### src/rtl/mbcrc_pkg.sv
// ----------------------------------------------------------------------------
// Modbus CRC-16 engine package
// Shared codes, register indexes and reset values for the CRC engine.
// ----------------------------------------------------------------------------
package mbcrc_pkg;

    localparam int MAX_FRAME_LEN_DEFAULT = 256;

    localparam int CFG_INDEX_W = 2;
    localparam int CFG_DATA_W  = 16;

    localparam logic [CFG_INDEX_W-1:0] CFG_MODE          = 2'd0;
    localparam logic [CFG_INDEX_W-1:0] CFG_MIN_FRAME_LEN = 2'd1;
    localparam logic [CFG_INDEX_W-1:0] CFG_INIT_VALUE    = 2'd2;
    localparam logic [CFG_INDEX_W-1:0] CFG_POLYNOMIAL    = 2'd3;

    localparam logic [1:0] MODE_COMPUTE  = 2'd0;
    localparam logic [1:0] MODE_VALIDATE = 2'd1;
    localparam logic [1:0] MODE_APPEND   = 2'd2;

    localparam logic [1:0] KIND_BYTE    = 2'd0;
    localparam logic [1:0] KIND_CRC     = 2'd1;
    localparam logic [1:0] KIND_VERDICT = 2'd2;

    localparam logic [8:0]  RESET_MIN_FRAME_LEN = 9'd4;
    localparam logic [8:0]  MIN_FRAME_FLOOR     = 9'd3;
    localparam logic [15:0] RESET_INIT_VALUE    = 16'hFFFF;
    localparam logic [15:0] RESET_POLYNOMIAL    = 16'hA001;

endpackage

### src/rtl/modbus_crc16_engine.sv
// ----------------------------------------------------------------------------
// Modbus CRC-16 engine
// Streams frame bytes through a reflected CRC-16 in compute, validate or
// append mode.
// ----------------------------------------------------------------------------
// Bytes arrive on the byte channel (data_byte, last_byte) and are taken at a
// clock edge where byte_valid is high and byte_stall is low. Results leave on
// the result channel under result_valid and result_stall in the same way.
// Configuration is written through cfg_valid, cfg_ready, cfg_index and
// cfg_data while the engine is idle, a rule on the user that the block does
// not enforce; cfg_ready is always high. A byte is registered on entry and,
// once the result register is free, folded into the CRC by an eight-step
// combinational update. One byte is taken per cycle while byte_stall is low.
// A byte that ends a frame in append mode yields three result beats (echo,
// CRC low, CRC high), and the input stalls for the two extra beats.
// When the receiver stalls, the pending result holds and the entry register
// stalls the byte channel once it is full.
// Reset clears the frame state and loads the register defaults: compute mode,
// minimum length 4, init value 0xFFFF, polynomial 0xA001.
// ----------------------------------------------------------------------------
module modbus_crc16_engine
#(
    parameter int MAX_FRAME_LEN = mbcrc_pkg::MAX_FRAME_LEN_DEFAULT
)
(
    input  logic                              clk,
    input  logic                              rst_n,
    input  logic                              cfg_valid,
    output logic                              cfg_ready,
    input  logic [mbcrc_pkg::CFG_INDEX_W-1:0] cfg_index,
    input  logic [mbcrc_pkg::CFG_DATA_W-1:0]  cfg_data,
    input  logic                              byte_valid,
    output logic                              byte_stall,
    input  logic [7:0]                        data_byte,
    input  logic                              last_byte,
    output logic                              result_valid,
    input  logic                              result_stall,
    output logic [1:0]                        result_kind,
    output logic [7:0]                        out_byte,
    output logic [15:0]                       crc_value,
    output logic                              frame_good,
    output logic                              too_short,
    output logic                              last_result
);

    import mbcrc_pkg::*;

    localparam int CNT_W = $clog2(MAX_FRAME_LEN + 1);
    localparam int CMP_W = (CNT_W > 9) ? CNT_W : 9;
    localparam logic [CNT_W-1:0] CNT_MAX = CNT_W'(MAX_FRAME_LEN);

    logic [1:0]       mode_reg;
    logic [8:0]       min_len_reg;
    logic [15:0]      init_reg;
    logic [15:0]      poly_reg;

    logic             s1_valid_reg, s1_valid_next;
    logic [7:0]       s1_byte_reg;
    logic             s1_last_reg;

    logic [CNT_W-1:0] count_reg, count_next;
    logic [15:0]      crc_reg, crc_next;
    logic [7:0]       held0_reg, held0_next;
    logic [7:0]       held1_reg, held1_next;

    logic             grp_valid_reg, grp_valid_next;
    logic [1:0]       grp_idx_reg, grp_idx_next;
    logic [1:0]       grp_last_reg;
    logic [1:0]       grp_kind_reg;
    logic [7:0]       grp_byte_reg;
    logic [15:0]      grp_crc_reg;
    logic             grp_good_reg;
    logic             grp_short_reg;

    logic             byte_fire;
    logic             s1_fire;
    logic             out_fire;
    logic             grp_done;
    logic             grp_free;
    logic             grp_load;

    logic [15:0]      crc_start;
    logic [7:0]       upd_byte;
    logic [15:0]      upd_crc;
    logic [CNT_W-1:0] len;
    logic [8:0]       minimum;
    logic             len_short;
    logic [15:0]      rx_crc;

    logic [1:0]       ld_last;
    logic [1:0]       ld_kind;
    logic [7:0]       ld_byte;
    logic             ld_good;
    logic             ld_short;
    logic             ld_produce;

    assign cfg_ready = 1'b1;

    always_ff @(posedge clk or negedge rst_n)
    begin
        if (!rst_n)
        begin
            mode_reg    <= MODE_COMPUTE;
            min_len_reg <= RESET_MIN_FRAME_LEN;
            init_reg    <= RESET_INIT_VALUE;
            poly_reg    <= RESET_POLYNOMIAL;
        end
        else if (cfg_valid)
        begin
            case (cfg_index)
                CFG_MODE:          mode_reg    <= cfg_data[1:0];
                CFG_MIN_FRAME_LEN: min_len_reg <= cfg_data[8:0];
                CFG_INIT_VALUE:    init_reg    <= cfg_data;
                CFG_POLYNOMIAL:    poly_reg    <= cfg_data;
                default:           mode_reg    <= mode_reg;
            endcase
        end
    end

    assign out_fire   = grp_valid_reg && !result_stall;
    assign grp_done   = out_fire && (grp_idx_reg == grp_last_reg);
    assign grp_free   = !grp_valid_reg || grp_done;
    assign s1_fire    = s1_valid_reg && grp_free;
    assign byte_stall = s1_valid_reg && !grp_free;
    assign byte_fire  = byte_valid && !byte_stall;

    assign s1_valid_next = byte_fire ? 1'b1 : (s1_fire ? 1'b0 : s1_valid_reg);

    always_ff @(posedge clk or negedge rst_n)
    begin
        if (!rst_n)
        begin
            s1_valid_reg <= 1'b0;
        end
        else
        begin
            s1_valid_reg <= s1_valid_next;
        end
    end

    always_ff @(posedge clk)
    begin
        if (byte_fire)
        begin
            s1_byte_reg <= data_byte;
            s1_last_reg <= last_byte;
        end
    end

    assign crc_start = (count_reg == '0) ? init_reg : crc_reg;
    assign upd_byte  = (mode_reg == MODE_VALIDATE) ? held0_reg : s1_byte_reg;

    mbcrc_byte_update u_byte_update
    (
        .crc_in  (crc_start),
        .data    (upd_byte),
        .poly    (poly_reg),
        .crc_out (upd_crc)
    );

    always_comb
    begin
        if (mode_reg == MODE_VALIDATE)
        begin
            crc_next = (count_reg >= CNT_W'(2)) ? upd_crc : crc_start;
        end
        else
        begin
            crc_next = upd_crc;
        end
    end

    assign len       = (count_reg < CNT_MAX) ? count_reg + CNT_W'(1) : CNT_MAX;
    assign minimum   = (min_len_reg > MIN_FRAME_FLOOR) ? min_len_reg : MIN_FRAME_FLOOR;
    assign len_short = CMP_W'(len) < CMP_W'(minimum);
    assign rx_crc    = {s1_byte_reg, held1_reg};

    always_comb
    begin
        count_next = len;
        held0_next = held1_reg;
        held1_next = s1_byte_reg;
        if (s1_last_reg)
        begin
            count_next = '0;
            held0_next = 8'h00;
            held1_next = 8'h00;
        end
    end

    always_ff @(posedge clk or negedge rst_n)
    begin
        if (!rst_n)
        begin
            count_reg <= '0;
            crc_reg   <= RESET_INIT_VALUE;
            held0_reg <= 8'h00;
            held1_reg <= 8'h00;
        end
        else if (s1_fire)
        begin
            count_reg <= count_next;
            crc_reg   <= crc_next;
            held0_reg <= held0_next;
            held1_reg <= held1_next;
        end
    end

    always_comb
    begin
        ld_last    = 2'd0;
        ld_kind    = KIND_CRC;
        ld_byte    = 8'h00;
        ld_good    = 1'b0;
        ld_short   = 1'b0;
        ld_produce = s1_last_reg;
        case (mode_reg)
            MODE_APPEND:
            begin
                ld_kind    = KIND_BYTE;
                ld_byte    = s1_byte_reg;
                ld_last    = s1_last_reg ? 2'd2 : 2'd0;
                ld_produce = 1'b1;
            end
            MODE_VALIDATE:
            begin
                ld_kind  = KIND_VERDICT;
                ld_short = len_short;
                ld_good  = !len_short && (rx_crc == crc_next);
            end
            default:
            begin
                ld_kind = KIND_CRC;
            end
        endcase
    end

    assign grp_load = s1_fire && ld_produce;

    always_comb
    begin
        grp_valid_next = grp_valid_reg;
        grp_idx_next   = grp_idx_reg;
        if (grp_load)
        begin
            grp_valid_next = 1'b1;
            grp_idx_next   = 2'd0;
        end
        else if (grp_done)
        begin
            grp_valid_next = 1'b0;
        end
        else if (out_fire)
        begin
            grp_idx_next = grp_idx_reg + 2'd1;
        end
    end

    always_ff @(posedge clk or negedge rst_n)
    begin
        if (!rst_n)
        begin
            grp_valid_reg <= 1'b0;
            grp_idx_reg   <= 2'd0;
            grp_last_reg  <= 2'd0;
        end
        else
        begin
            grp_valid_reg <= grp_valid_next;
            grp_idx_reg   <= grp_idx_next;
            if (grp_load)
            begin
                grp_last_reg <= ld_last;
            end
        end
    end

    always_ff @(posedge clk)
    begin
        if (grp_load)
        begin
            grp_kind_reg  <= ld_kind;
            grp_byte_reg  <= ld_byte;
            grp_crc_reg   <= crc_next;
            grp_good_reg  <= ld_good;
            grp_short_reg <= ld_short;
        end
    end

    assign result_valid = grp_valid_reg;
    assign result_kind  = grp_kind_reg;
    assign frame_good   = grp_good_reg;
    assign too_short    = grp_short_reg;
    assign last_result  = (grp_idx_reg == grp_last_reg);

    always_comb
    begin
        case (grp_idx_reg)
            2'd1:    out_byte = grp_crc_reg[7:0];
            2'd2:    out_byte = grp_crc_reg[15:8];
            default: out_byte = grp_byte_reg;
        endcase
        if ((grp_kind_reg == KIND_BYTE) && (grp_idx_reg == 2'd0))
        begin
            crc_value = 16'h0000;
        end
        else
        begin
            crc_value = grp_crc_reg;
        end
    end

    assert property (@(posedge clk) disable iff (!rst_n)
        grp_valid_reg |-> (grp_idx_reg <= grp_last_reg))
        else $error("result index ran past the end of its group");

    assert property (@(posedge clk) disable iff (!rst_n)
        (grp_valid_reg && (grp_last_reg != 2'd0)) |-> (grp_kind_reg == KIND_BYTE))
        else $error("multi-beat group outside append mode");

    assert property (@(posedge clk) disable iff (!rst_n)
        byte_stall |-> s1_valid_reg)
        else $error("byte channel stalled with an empty entry register");

    assert property (@(posedge clk) disable iff (!rst_n)
        (s1_fire && s1_last_reg) |=> (count_reg == '0))
        else $error("byte count not cleared after the frame end");

endmodule

### src/rtl/mbcrc_byte_update.sv
// ----------------------------------------------------------------------------
// CRC byte update
// Folds one byte into a reflected CRC-16 value: eight LSB-first shift and
// conditional polynomial steps.
// ----------------------------------------------------------------------------
module mbcrc_byte_update
(
    input  logic [15:0] crc_in,
    input  logic [7:0]  data,
    input  logic [15:0] poly,
    output logic [15:0] crc_out
);

    always_comb
    begin
        logic [15:0] acc;
        acc = crc_in ^ {8'h00, data};
        for (int i = 0; i < 8; i++)
        begin
            if (acc[0])
            begin
                acc = (acc >> 1) ^ poly;
            end
            else
            begin
                acc = acc >> 1;
            end
        end
        crc_out = acc;
    end

endmodule

### config.mk
export PLATFORM = sky130hd
export DESIGN_NAME = modbus_crc16_engine
export DESIGN_NICKNAME = d
export VERILOG_FILES = /design/src/rtl/mbcrc_pkg.sv /design/src/rtl/modbus_crc16_engine.sv /design/src/rtl/mbcrc_byte_update.sv
export SDC_FILE = /design/constraint.sdc
export NUM_CORES = 1
export LEC_CHECK = 0
export BUFFER_PORTS_ARGS = -buffer_cell sky130_fd_sc_hd__buf_2
export CAP_MARGIN = 20
export CELL_PAD_IN_SITES_DETAIL_PLACEMENT = 1
export CELL_PAD_IN_SITES_GLOBAL_PLACEMENT = 1
export CORE_ASPECT_RATIO = 1.5
export CORE_MARGIN = 3
export CORE_UTILIZATION = 52
export CTS_CLUSTER_DIAMETER = 120
export DETAILED_ROUTE_END_ITERATION = 8
export GPL_TIMING_DRIVEN = 0
export MAX_ROUTING_LAYER = met4
export PLACE_DENSITY = 0.89
export REMOVE_ABC_BUFFERS = 1
export SYNTH_ARGS = -nofsm -noshare
export SYNTH_HDL_FRONTEND = slang
export SYNTH_SLANG_ARGS = --single-unit
### constraint.sdc
create_clock -name clk -period 16.1 [get_ports clk]
set_input_delay 1.61 -clock clk [delete_from_list [all_inputs] [get_ports clk]]
set_output_delay 1.61 -clock clk [all_outputs]
set_load 0.03 [all_outputs]
==> metrics <==
crit-path cells=inv_1 > ha_1 > mux2_2 > nor4_1 > nor4_2 > buf_4 > a2111oi_0 > nor4_1 > nor2_4 > nand3_1 > a21oi_1 > nand3b_1 > xnor3_2 > xnor2_2 > nand2_1 > xnor3_1 > o21ai_0 > o2111ai_1 > nor4_2 > o2111a_1; highest clock rate=125 MHz; global-route wire length before repair=56100 um; worst rel slew slack=25.3%; status=complete, no violations; DRC errors left=0; Post-synth EDFFs=37; Post-Layout Cell Count=1231; register area=3380 sq um; Critical Path RT=16.38 ns; Synth async-reset ratio=70.6%; terminus of the critical flop-to-flop path=frame_good; critical path's slowest cell=a2111oi_0; dpl hpwl=22700 um; FF+latch count, synth=126; crit path DAT=8.26 ns; Core ar.=17600 sq um; end of the worst hold path=held0_reg[2]; Placer Congestion=0.862; final setup margin=8.12 ns; Post-CTS Setup Inserts=0; Die X=116 um; CTS tree=done; worst r2r src=mode_reg[1]; port buffer count=62; # rows=59; Mapped Cells=975; GR Util All Layers=38.6%; Clk Latency, worst-skew pair=0.43 ns; Distinct cells, synth=84; setup TNS=0 ns; Clock Skews=0.0105 ns; Root Buffer=clkbuf_16; CTS clk-pin slew, worst paths=0.06 ns; RSZ-0062 raised after global routing=no; Mapped Area=9430 sq um; worst-margin pin slew=1.12 ns; Worst setup SP type=flip-flop; DIE AREA=19800 sq um; CP Capture Type=flip-flop; DRT iter0 DRCs=973; largest net degree at the start of global routing=57; via count=8785; diodes inserted=0; DR WL/cell=31.5 um; post-cts sizing count=0; vias in the first global route=9249; sequential fraction of the synthesis area=35.9%; Hold Violations, Final=0; Crit path largest cell delay=0.85 ns; CTS buffer count=17; GRT overflow=0; Hold Path Class=reg2reg; worst-path fanout max=13; Routed Wire Length=38800 um; Hold Worst Slack=0.518 ns; CTS max path bufs=2; Avg Inst Size Synth=9.67 sq um; Top FF cell, synth=dfrtp_1; Reg2Reg Depth=20; min-delay src=held0_reg[2]; P&R area growth vs syn=11.2%; DIE HEIGHT=171 um; share of cells above drive strength 1=22.3%; fin crit share=49.6%; Synth Warn #=0; initial core utilization=53.7%; CP Class=reg2reg; H-tree depth=4; FF-to-FF setup slack=8.12 ns; area taken by multi-input logic gates=5740 sq um; FILL cells=1890; nets@finish=1054; post-route ant nets=0; total I/O pin count=64; Sink Count=126; crit path time final=7.98 ns; worst slack, placed=8.44 ns; Worst Hold Depth=2; endpoints failing setup=0; Via density=7.14; placed cell count=1195; Post-CTS Hold Buffers=0; DR pass1 iterations=5; max-cap viol count=0; Slew Limit Fails=0; initial antenna violation count=0
## cells in the final DEF (no fill, tap or decap), drive strengths merged, types with 20 or more instances in the layout
master	n
nand2	125
xnor2	83
buf	69
mux2	59
dfrtp	53
nor2	53
a21oi	41
edfxtp	37
o21ai	37
dfstp	36
mux2i	34
nand3	32
xor2	26
inv	26
nand2b	24
and2	20
## synthesized netlist by cell type (all sizes together) (24+ instances only)
master,count,share of area [%]
edfxtp,37,12
dfstp,36,10
dfrtp,53,14
xor2,26,2.5
mux2,59,7.0
clkbuf,44,1.8
inv,24,0.96
o21ai,37,2.0
nand2,125,5.0
xnor2,83,7.8
nand3,32,1.8
a21oi,41,2.2
mux2i,34,3.9
nor2,53,2.2
nand2b,24,1.6
## metal layers
metal  part of all wire [%]  global-route usage, %  routed length [um]  vias to the layer above
met4                    7.9                   22.9                3060                        0
met3                    7.9                   6.79                3080                      251
met2                     49                   64.2               19000                      634
met5                      0                      -                   0                        -
li1                       -                      -                   -                     3555
met1                     35                   42.9               13700                     4345
## through the flow
stage	instance area, sq um	util [%]
after floorplan	9200	-
after detailed placement	9860	56.1
after global routing	10500	59.7
final	10500	59.7
after CTS	10400	59.3
after global placement	9780	55.7
## cell families (layout without fill, tap and decap cells)
logic type / count (synthesis) / after routing / share of synthesized area [%]
XOR/XNOR: 129 / 129 / 15.1
buffers and inverters: 84 / 127 / 3.44
AO/OA/AOI/OAI: 183 / 183 / 13.9
adder cells (fa/ha/maj): 17 / 17 / 2.26
other: 1 / 1 / 0.0398
multiplexers: 93 / 93 / 10.9
AND/OR/NAND/NOR: 342 / 342 / 18.4
flip-flops: 126 / 126 / 35.9
## layout make-up
type / count / share of cell area [%]
clock inverter: 14 / 1.15
multi-input combinational: 765 / 54.7
sequential: 126 / 32.3
clock buffer: 18 / 4.09
inverter: 25 / 0.895
tap: 213 / 2.54
timing repair buffer: 70 / 4.37
## worst max-delay path by stage
stage,startpoint,to,cells past startpoint
after floorplan,mode_reg[1],frame_good,19
after global placement,mode_reg[1],frame_good,19
after detailed placement,mode_reg[1],frame_good,19
after CTS,count_reg[4],frame_good,17
after global routing,mode_reg[1],frame_good,21
final,mode_reg[1],frame_good,20
## critical path, delay by kind of cell (launching register included)
| family | cells | cell delay, ns |
|---|---|---|
| mux | 1 | 0.47 |
| flops | 1 | 0.39 |
| fa+ha+maj | 1 | 0.73 |
| compound gates | 5 | 2.20 |
| buf+inv | 2 | 0.34 |
| xor+xnor | 3 | 1.50 |
| simple gates | 8 | 2.18 |
Power is not shown: default switching activity piles up to over one toggle a cycle in this logic, so the estimate is an artifact.
